## config.mk

```make
export PLATFORM = sky130hd
export DESIGN_NAME = gradient_orientation_cell_histogram_top
export DESIGN_NICKNAME = d
export VERILOG_FILES = /design/src/hw/rtl/goch_pkg.sv /design/src/hw/rtl/goch_ram.sv /design/src/hw/rtl/goch_fifo.sv /design/src/hw/rtl/goch_front.sv /design/src/hw/rtl/goch_back.sv /design/src/hw/rtl/gradient_orientation_cell_histogram_top.sv
export VERILOG_INCLUDE_DIRS = /design/src /design/src/hw/rtl
export SDC_FILE = /design/constraint.sdc
export NUM_CORES = 2
export LEC_CHECK = 0
export ABC_AREA = 1
export BUFFER_PORTS_ARGS = -buffer_cell sky130_fd_sc_hd__buf_4
export CORE_UTILIZATION = 51
export CTS_BUF_LIST = sky130_fd_sc_hd__clkbuf_8
export CTS_CLUSTER_DIAMETER = 200
export DETAILED_ROUTE_END_ITERATION = 10
export GPL_ROUTABILITY_DRIVEN = 1
export PLACE_DENSITY = 0.66
export SETUP_SLACK_MARGIN = 0.1
export SYNTH_ARGS = -nofsm -noshare
export SYNTH_HDL_FRONTEND = slang
export SYNTH_HIERARCHICAL = 1
export SYNTH_SLANG_ARGS = --single-unit
```

## constraint.sdc

```tcl
create_clock -name clk -period 11.3 [get_ports clk]
set_input_delay 1.695 -clock clk [delete_from_list [all_inputs] [get_ports clk]]
set_output_delay 1.695 -clock clk [all_outputs]
set_load 0.005 [all_outputs]
```

## src/hw/rtl/gradient_orientation_cell_histogram_top_defines.svh

```systemverilog
// Assertion macros for the gradient orientation cell histogram.
// Used by gradient_orientation_cell_histogram_top; no other dependencies.
`ifndef GRADIENT_ORIENTATION_CELL_HISTOGRAM_TOP_DEFINES_SVH
`define GRADIENT_ORIENTATION_CELL_HISTOGRAM_TOP_DEFINES_SVH
`ifndef SYNTHESIS
`define GOCH_ASSERT_IMP(lbl, a, c) \
	lbl: assert property (@(posedge clk) disable iff (!arst_n) (a) |-> (c)) \
		else $error("implication check failed");
`define GOCH_ASSERT_NEXT(lbl, a, c) \
	lbl: assert property (@(posedge clk) disable iff (!arst_n) (a) |=> (c)) \
		else $error("next-cycle check failed");
`else
`define GOCH_ASSERT_IMP(lbl, a, c)
`define GOCH_ASSERT_NEXT(lbl, a, c)
`endif
`endif

```

## src/hw/rtl/goch_pkg.sv

```systemverilog
// Package for the gradient orientation cell histogram: sizes, types, tangent table.
// No dependencies.
`timescale 1ns / 1ps
package goch_pkg;
	localparam int WIN_WIDTH  = 64;
	localparam int WIN_HEIGHT = 128;
	localparam int CELL_SIZE  = 8;
	localparam int NBINS      = 9;
	localparam int CELLS_X    = WIN_WIDTH / CELL_SIZE;
	localparam int CELLS_Y    = WIN_HEIGHT / CELL_SIZE;
	localparam int COL_W      = $clog2(WIN_WIDTH);
	localparam int ROW_W      = $clog2(WIN_HEIGHT);
	localparam int CX_W       = 3;
	localparam int CY_W       = 4;
	localparam int BIN_W      = 4;
	localparam int SUM_W      = 21;
	localparam int MAG_W      = 15;
	localparam int SQ_W       = 22;
	localparam int RAD_W      = 30;
	localparam int DEPTH      = CELLS_X * NBINS;
	localparam int ADDR_W     = $clog2(DEPTH);
	localparam int FIFO_DEPTH = 2;

	typedef logic signed [33:0] tan_t;
	localparam tan_t TAN_Q30 [8] = '{
		-34'sd2950081416, -34'sd1279635676, -34'sd619925131, -34'sd189329654,
		34'sd189329654, 34'sd619925131, 34'sd1279635676, 34'sd2950081416
	};

	typedef struct packed {
		logic              clear;
		logic              upd;
		logic              emit;
		logic [CX_W-1:0]   cx;
		logic [CY_W-1:0]   cy;
		logic [BIN_W-1:0]  bin;
		logic [MAG_W-1:0]  mag;
	} goch_item_t;

	typedef enum logic [1:0] {F_IDLE, F_SQRT, F_PUSH} front_state_t;
	typedef enum logic [2:0] {B_IDLE, B_UPD, B_ERD, B_EOUT} back_state_t;
endpackage

```

## src/hw/rtl/goch_ram.sv

```systemverilog
// Generic single-port-write, single-port-read RAM with registered read.
// No dependencies.
`timescale 1ns / 1ps
module goch_ram #(
	parameter int WIDTH = 8,
	parameter int DEPTH = 16
) (
	input  logic                     clk,
	input  logic                     we,
	input  logic [$clog2(DEPTH)-1:0] waddr,
	input  logic [WIDTH-1:0]         wdata,
	input  logic                     re,
	input  logic [$clog2(DEPTH)-1:0] raddr,
	output logic [WIDTH-1:0]         rdata
);
	logic [WIDTH-1:0] mem_q [DEPTH];

	always_ff @(posedge clk) begin
		if (we) begin
			mem_q[waddr] <= wdata;
		end
		if (re) begin
			rdata <= mem_q[raddr];
		end
	end
endmodule

```

## src/hw/rtl/goch_fifo.sv

```systemverilog
// Short queue of classified pixels between front and back.
// Depends on goch_pkg.
`timescale 1ns / 1ps
module goch_fifo import goch_pkg::*; (
	input  logic       clk,
	input  logic       arst_n,
	input  logic       push,
	input  goch_item_t wr_item,
	output logic       full,
	input  logic       pop,
	output goch_item_t rd_item,
	output logic       empty
);
	goch_item_t   slot_q [FIFO_DEPTH];
	logic         wptr_q, rptr_q;
	logic [1:0]   cnt_q;

	assign full    = (cnt_q == 2'(FIFO_DEPTH));
	assign empty   = (cnt_q == 2'd0);
	assign rd_item = slot_q[rptr_q];

	always_ff @(posedge clk) begin
		if (push) begin
			slot_q[wptr_q] <= wr_item;
		end
	end

	always_ff @(posedge clk or negedge arst_n) begin
		if (!arst_n) begin
			wptr_q <= 1'b0;
			rptr_q <= 1'b0;
			cnt_q  <= 2'd0;
		end else begin
			if (push) wptr_q <= ~wptr_q;
			if (pop)  rptr_q <= ~rptr_q;
			cnt_q <= cnt_q + 2'(push) - 2'(pop);
		end
	end
endmodule

```

## src/hw/rtl/goch_front.sv

```systemverilog
// Front end: accepts pixels, tracks position, picks bin, iterative square root.
// Depends on goch_pkg.
`timescale 1ns / 1ps
module goch_front import goch_pkg::*; (
	input  logic                    clk,
	input  logic                    arst_n,
	input  logic signed [10:0]      grad_x,
	input  logic signed [10:0]      grad_y,
	input  logic                    window_start,
	input  logic                    in_valid,
	output logic                    in_ready,
	output logic                    push,
	output goch_item_t              item,
	input  logic                    full
);
	front_state_t       state_q, state_d;
	logic [COL_W-1:0]   col_q, col_cur;
	logic [ROW_W-1:0]   row_q, row_cur;
	logic [3:0]         step_q;
	logic [RAD_W-1:0]   rad_q;
	logic [17:0]        rem_q;
	logic [MAG_W-1:0]   root_q;
	goch_item_t         item_q;
	logic               acc;
	logic [BIN_W-1:0]   bin_c;
	logic signed [21:0] sqx, sqy;
	logic [SQ_W-1:0]    sq_sum;
	logic [19:0]        rem_sh, trial;
	logic               in_range, last_px;

	assign acc = in_valid && in_ready;

	always_comb begin
		logic signed [45:0] lhs, rhs;
		bin_c = '0;
		lhs   = 46'(grad_y) <<< 30;
		for (int k = 0; k < 8; k++) begin
			rhs = 46'(TAN_Q30[k]) * 46'(grad_x);
			if (grad_x > 0 ? (lhs > rhs) : (lhs < rhs)) bin_c = bin_c + 1'b1;
		end
		if (grad_x == 0) begin
			if (grad_y > 0)      bin_c = BIN_W'(8);
			else if (grad_y < 0) bin_c = '0;
			else                 bin_c = BIN_W'(4);
		end
	end

	assign sqx    = grad_x * grad_x;
	assign sqy    = grad_y * grad_y;
	assign sq_sum = SQ_W'(sqx) + SQ_W'(sqy);

	assign col_cur  = window_start ? '0 : col_q;
	assign row_cur  = window_start ? '0 : row_q;
	assign in_range = (32'(col_cur) < CELLS_X * CELL_SIZE) &&
		(32'(row_cur) < CELLS_Y * CELL_SIZE);
	assign last_px  = (32'(col_cur) % CELL_SIZE == CELL_SIZE - 1) &&
		(32'(row_cur) % CELL_SIZE == CELL_SIZE - 1);

	assign rem_sh = {rem_q, rad_q[RAD_W-1 -: 2]};
	assign trial  = 20'({root_q, 2'b01});

	always_comb begin
		state_d = state_q;
		unique case (state_q)
			F_IDLE: if (acc) state_d = F_SQRT;
			F_SQRT: if (step_q == 4'd0) state_d = F_PUSH;
			F_PUSH: if (!full) state_d = F_IDLE;
			default: state_d = F_IDLE;
		endcase
	end

	always_comb begin
		in_ready = (state_q == F_IDLE);
		push     = (state_q == F_PUSH) && !full;
		item     = item_q;
		item.mag = root_q;
	end

	always_ff @(posedge clk) begin
		if (acc) begin
			rad_q       <= {sq_sum, 8'd0};
			rem_q       <= '0;
			root_q      <= '0;
			item_q.clear <= window_start;
			item_q.upd  <= in_range;
			item_q.emit <= in_range && last_px;
			item_q.cx   <= CX_W'(32'(col_cur) / CELL_SIZE);
			item_q.cy   <= CY_W'(32'(row_cur) / CELL_SIZE);
			item_q.bin  <= bin_c;
			item_q.mag  <= '0;
		end else if (state_q == F_SQRT) begin
			rad_q <= rad_q << 2;
			if (rem_sh >= trial) begin
				rem_q  <= 18'(rem_sh - trial);
				root_q <= {root_q[MAG_W-2:0], 1'b1};
			end else begin
				rem_q  <= 18'(rem_sh);
				root_q <= {root_q[MAG_W-2:0], 1'b0};
			end
		end
	end

	always_ff @(posedge clk or negedge arst_n) begin
		if (!arst_n) begin
			state_q <= F_IDLE;
			col_q   <= '0;
			row_q   <= '0;
			step_q  <= '0;
		end else begin
			state_q <= state_d;
			if (acc) begin
				step_q <= 4'(MAG_W - 1);
				if (32'(col_cur) == WIN_WIDTH - 1) begin
					col_q <= '0;
					row_q <= (32'(row_cur) == WIN_HEIGHT - 1) ? '0 : row_cur + 1'b1;
				end else begin
					col_q <= col_cur + 1'b1;
					row_q <= row_cur;
				end
			end else if (state_q == F_SQRT) begin
				step_q <= step_q - 1'b1;
			end
		end
	end
endmodule

```

## src/hw/rtl/goch_back.sv

```systemverilog
// Back end: accumulates magnitudes into per-column bin sums and emits finished cells.
// Depends on goch_pkg and goch_ram.
`timescale 1ns / 1ps
module goch_back import goch_pkg::*; (
	input  logic             clk,
	input  logic             arst_n,
	input  logic             empty,
	input  goch_item_t       rd_item,
	output logic             pop,
	output logic [CX_W-1:0]  cell_col,
	output logic [CY_W-1:0]  cell_row,
	output logic [BIN_W-1:0] bin_index,
	output logic [SUM_W-1:0] bin_sum,
	output logic             cell_done,
	output logic             out_valid,
	input  logic             out_ready
);
	back_state_t       state_q, state_d;
	goch_item_t        cur_q;
	logic [BIN_W-1:0]  k_q;
	logic [DEPTH-1:0]  vld_q;
	logic [ADDR_W-1:0] base, addr_q, raddr;
	logic              re, we;
	logic [SUM_W-1:0]  rdata, old_sum, new_sum;
	logic [SUM_W:0]    add;

	assign base = ADDR_W'(cur_q.cx) * ADDR_W'(NBINS);
	assign old_sum = vld_q[addr_q] ? rdata : '0;
	assign add     = {1'b0, old_sum} + (SUM_W+1)'(cur_q.mag);
	assign new_sum = add[SUM_W] ? '1 : add[SUM_W-1:0];

	goch_ram #(.WIDTH(SUM_W), .DEPTH(DEPTH)) u_sums (
		.clk  (clk),
		.we   (we),
		.waddr(addr_q),
		.wdata(new_sum),
		.re   (re),
		.raddr(raddr),
		.rdata(rdata)
	);

	always_comb begin
		state_d = state_q;
		unique case (state_q)
			B_IDLE: if (!empty && rd_item.upd) state_d = B_UPD;
			B_UPD:  state_d = cur_q.emit ? B_ERD : B_IDLE;
			B_ERD:  state_d = B_EOUT;
			B_EOUT: if (out_ready) state_d = (k_q == BIN_W'(NBINS - 1)) ? B_IDLE : B_ERD;
			default: state_d = B_IDLE;
		endcase
	end

	always_comb begin
		pop   = (state_q == B_IDLE) && !empty;
		we    = (state_q == B_UPD);
		re    = pop || (state_q == B_ERD);
		raddr = (state_q == B_ERD) ? base + ADDR_W'(k_q) :
			ADDR_W'(rd_item.cx) * ADDR_W'(NBINS) + ADDR_W'(rd_item.bin);
		out_valid = (state_q == B_EOUT);
		cell_col  = cur_q.cx;
		cell_row  = cur_q.cy;
		bin_index = k_q;
		bin_sum   = old_sum;
		cell_done = (k_q == BIN_W'(NBINS - 1));
	end

	always_ff @(posedge clk) begin
		if (pop) begin
			cur_q <= rd_item;
		end
	end

	always_ff @(posedge clk or negedge arst_n) begin
		if (!arst_n) begin
			state_q <= B_IDLE;
			vld_q   <= '0;
			k_q     <= '0;
			addr_q  <= '0;
		end else begin
			state_q <= state_d;
			if (pop) begin
				if (rd_item.clear) vld_q <= '0;
				addr_q <= raddr;
			end
			if (we) begin
				vld_q[addr_q] <= 1'b1;
				k_q <= '0;
			end
			if (state_q == B_ERD) addr_q <= raddr;
			if (out_valid && out_ready) begin
				vld_q[addr_q] <= 1'b0;
				k_q <= k_q + 1'b1;
			end
		end
	end
endmodule

```

## src/hw/rtl/gradient_orientation_cell_histogram_top.sv

```systemverilog
// Each pixel is accepted, takes 15 square-root steps in the front end and is then pushed to
// the queue; the front end takes no new pixel until that push, which stalls on a full queue.
// A cell's last pixel updates its bin sum in the back end, which then emits the cell's 9
// results with a gap in out_valid between them; the queue holds pixels sent meanwhile.
// Reset (arst_n, async low) clears position, queue, state and all bin-sum valid bits.
// Top level: front end, queue, back end. Depends on goch_pkg and the defines header.
`timescale 1ns / 1ps
`include "gradient_orientation_cell_histogram_top_defines.svh"
module gradient_orientation_cell_histogram_top import goch_pkg::*; (
	input  logic               clk,
	input  logic               arst_n,
	input  logic signed [10:0] grad_x,
	input  logic signed [10:0] grad_y,
	input  logic               window_start,
	input  logic               in_valid,
	output logic               in_ready,
	output logic [CX_W-1:0]    cell_col,
	output logic [CY_W-1:0]    cell_row,
	output logic [BIN_W-1:0]   bin_index,
	output logic [SUM_W-1:0]   bin_sum,
	output logic               cell_done,
	output logic               out_valid,
	input  logic               out_ready
);
	goch_item_t wr_item, rd_item;
	logic       push, full, pop, empty;

	goch_front u_front (
		.clk(clk), .arst_n(arst_n), .grad_x(grad_x), .grad_y(grad_y),
		.window_start(window_start), .in_valid(in_valid), .in_ready(in_ready),
		.push(push), .item(wr_item), .full(full)
	);

	goch_fifo u_fifo (
		.clk(clk), .arst_n(arst_n), .push(push), .wr_item(wr_item), .full(full),
		.pop(pop), .rd_item(rd_item), .empty(empty)
	);

	goch_back u_back (
		.clk(clk), .arst_n(arst_n), .empty(empty), .rd_item(rd_item), .pop(pop),
		.cell_col(cell_col), .cell_row(cell_row), .bin_index(bin_index),
		.bin_sum(bin_sum), .cell_done(cell_done), .out_valid(out_valid),
		.out_ready(out_ready)
	);

	`GOCH_ASSERT_IMP(a_done_last, out_valid && cell_done, bin_index == BIN_W'(NBINS - 1))
	`GOCH_ASSERT_NEXT(a_gap, out_valid && out_ready && !cell_done, !out_valid)
	`GOCH_ASSERT_NEXT(a_busy, in_valid && in_ready, !in_ready)
endmodule

```

==> results.toml <==
[status]
status = "finished clean"

[floorplan]
rows = 180
die_y_um = 495.8
fp.dieW_um = 495.8
core_um2 = 241400
pin_count = 62
start_util_pct = 51.50
die_area_um2 = 245800

[cells_and_area]
area_delta_synth_final_pct = 16.38
final_cells = 17554
stdcell_area_um2 = 144700
regArea_um2 = 52880
layout.nets = 16035
fillers = 20521
multi_input_area_um2 = 63640
drive_above_1_share_pct = 16.25

[min_path]
min_path_type = "reg2reg"
holdPathStages = 0
worstHoldStart = "u_front/root_q[5]$_SDFFE_PP0P_"
hold_end = "u_fifo/slot_q[0][5]$_DFFE_PP_"

[sta]
slew_headroom_pct = 18.83
setup_viol = 0
max_freq_mhz = 91.42
slew_violations = 0
rsz0062_at_grt = "no"
fin_crit_sh_pct = 96.80
tightest_slew_ps = 1213
clock_skew_ps = 58.43
fin_hold_ws_ps = 447.6
finalHoldViolCount = 0
period_needed_ps = 10940

[job]
cap_viol_max_count = 0

[clocking]
cts_inserted_buffers = 237
ctsHoldBuffers = 0
clk-insertion-delay-late_ps = 960
clkTransAtPathRegs_ps = 70
tritoncts = "built"
cts.sinks = 1790
h-tree-depth = 4
clockBufferDepth = 3
clockRootBuffer = "clkbuf_8"

[setup_path]
cp_slowest_cell = "ha_1"
cpPeakStageDelay_ps = 550
r2r-end = "u_back/u_sums/mem_q[29][11]$_DFFE_PP_"
crit_fanout = 8
required_ps = 12020
rr_startpoint = "u_back/addr_q[0]$_DFFE_PN0P_"
cp_common_cell = "nand2_1"
cp-end-kind = "register"
reg2reg_depth = 25
r2r_setup_slack_ps = 3390
setup.worst_path.class = "in2reg"
cp-start-kind = "primary input"
cp.arrival_ps = 11650

[detailed_routing]
vias = 99989
drt_first_pass_iters = 8
wl_mm = 486.0
detail-route-antenna-nets = 0
drc = 0
first_iter_violations = 9930
viasPerCell = 5.696
avgRoutedWirePerCell_um = 27.68

[synth]
synth_edf_count = 1649
yosysWarnings = 6
syn_nets = 14631
syn-instance-count = 12741
yosysSeqAreaShare_pct = 42.53
synth-main-ff-cell = "edfxtp_1"
async_flop_share_pct = 6.034
synth_seq_cells = 1790
ys_types = 76
synth_area_um2 = 124300
synth.avg_cell_area_um2 = 9.760

[global_routing]
grt.met1_usage_pct = 47.10
grt_pass1_wl_mm = 690.4
grt_usage_pct = 39.65
antenna_found_initial = 27
use_met2_pct = 64.95
met3_usage_pct = 6.399
grt_overflow = 0
grt_max_degree = 298
top_usage_layer = "met2"
grt_pass1_vias = 99140

[placed_design]
gp_routability_congestion = 1.125
hpwl_mm = 365.9
postPlaceCellArea_um2 = 138700
place_inst = 17061
portBuffers = 61
## area by class of cell
class	count	share of cell area, %
Sequential cell	1790	36.54
Tap cell	3185	2.754
Clock buffer	248	2.359
Timing Repair Buffer	1581	8.779
Antenna cell	20	0.03458
Clock inverter	195	0.8032
Multi-Input combinational cell	8724	43.98
Inverter	1811	4.749
## layer usage
metal,vias up,routed length (um)
met3,1233,35370
met4,10,44090
met1,49064,176900
met2,4752,229500
met5,-,59
li1,44930,-
## flip-flops by register name, summed over array words and instances (netlist names), 3 cells and up
name and flops:
u_front/root_q 15, u_front/col_q 6, u_back/cell_row 4, u_back/bin_index 4
u_back/cur_q 16, u_back/u_sums/mem_q 1512, u_back/vld_q 72, u_front/rem_q 18
u_front/rad_q 22, u_fifo/slot_q 58, u_front/item 13, u_back/u_sums/rdata 21
u_front/step_q 4, u_front/row_q 7, u_back/cell_col 3, u_back/addr_q 7
## layout by cell type (no fill, tap or decap), types with 89 or more instances in the layout
cell type and instances:
xnor2_1 147, dfrtp_1 106, nand2_1 3094, nand3_1 1439, o22ai_1 89, inv_1 1818, fa_1 877, nor2_1 500
a21oi_1 381, o21ai_0 333, clkbuf_8 248, xor2_1 149, ha_1 920, buf_4 1501, edfxtp_1 1649
## worst max-delay path by stage
stage	from	end	depth (start not counted)
after global routing	grad_x[9]	u_front/item[16]$_SDFFCE_PP0P_	68
after global placement	grad_x[6]	u_front/item[16]$_SDFFCE_PP0P_	66
after detailed placement	grad_x[6]	u_front/item[16]$_SDFFCE_PP0P_	66
after floorplan	grad_x[7]	u_front/item[16]$_SDFFCE_PP0P_	66
final	grad_x[4]	u_front/item[16]$_SDFFCE_PP0P_	59
after CTS	grad_x[6]	u_front/item[16]$_SDFFCE_PP0P_	61
## worst max-delay path: cells and delay by family
family / cells / cell delay [ps]
xor gates and xnor gates: 1 / 140
buffers and inverters: 13 / 2110
AOI/OAI and AO/OA: 8 / 1280
and+or+nand+nor: 27 / 2770
adders and majority gates: 10 / 3590
## through the flow
stage / util (%) / setup TNS, ps / worst slack (ps)
2_1_floorplan: - / 0 / 110.5
3_3_place_gp: 57.45 / -5253 / -1580
3_5_place_dp: 57.45 / -4502 / -1319
4_1_cts: 59.40 / 0 / 102.4
5_1_grt: 59.92 / 0 / 15.64
6_report: 59.94 / 0 / 361.6
## repair_timing
action                                  in CTS  in global routing
endpoints found under the setup margin       3                  4
pin swaps                                    0                103
buffers inserted                             1                 29
resized for setup                           28                221
## Yosys cell counts (40+ instances only)
cell	number	area, um^2
buf_4	53	397.9
o21ai_0	354	1772
a22oi_1	40	300.3
fa_1	898	17980
ha_1	965	12070
clkbuf_1	95	356.6
nand2_1	3138	11780
edfxtp_1	1649	49520
buf_6	90	1013
nor2_1	581	2181
dfrtp_1	108	2703
a21oi_1	399	1997
xnor2_1	149	1305
nand4_1	83	519.3
xor2_1	152	1331
inv_1	1788	6711
o21bai_1	47	352.8
buf_2	158	790.8
nor3_1	48	240.2
nand3_1	1459	7302
o22ai_1	91	569.3
o21ai_1	44	220.2
## kinds of logic (layout without fill, tap and decap cells)
logic type / count (synthesis) / after routing / synth area share [%]
AOI/OAI and AO/OA: 1092 / 1092 / 4.926
and+or+nand+nor: 5466 / 5466 / 18.62
muxes: 1 / 1 / 0.008050
DFF: 1790 / 1790 / 42.53
xor gates and xnor gates: 301 / 301 / 2.120
other: 1 / 21 / 0.003016
adders and majority gates: 1863 / 1863 / 24.17
buffers and inverters: 2227 / 3835 / 7.628
Power is not shown: default switching activity piles up to over one toggle a cycle in this logic, so the estimate is an artifact.
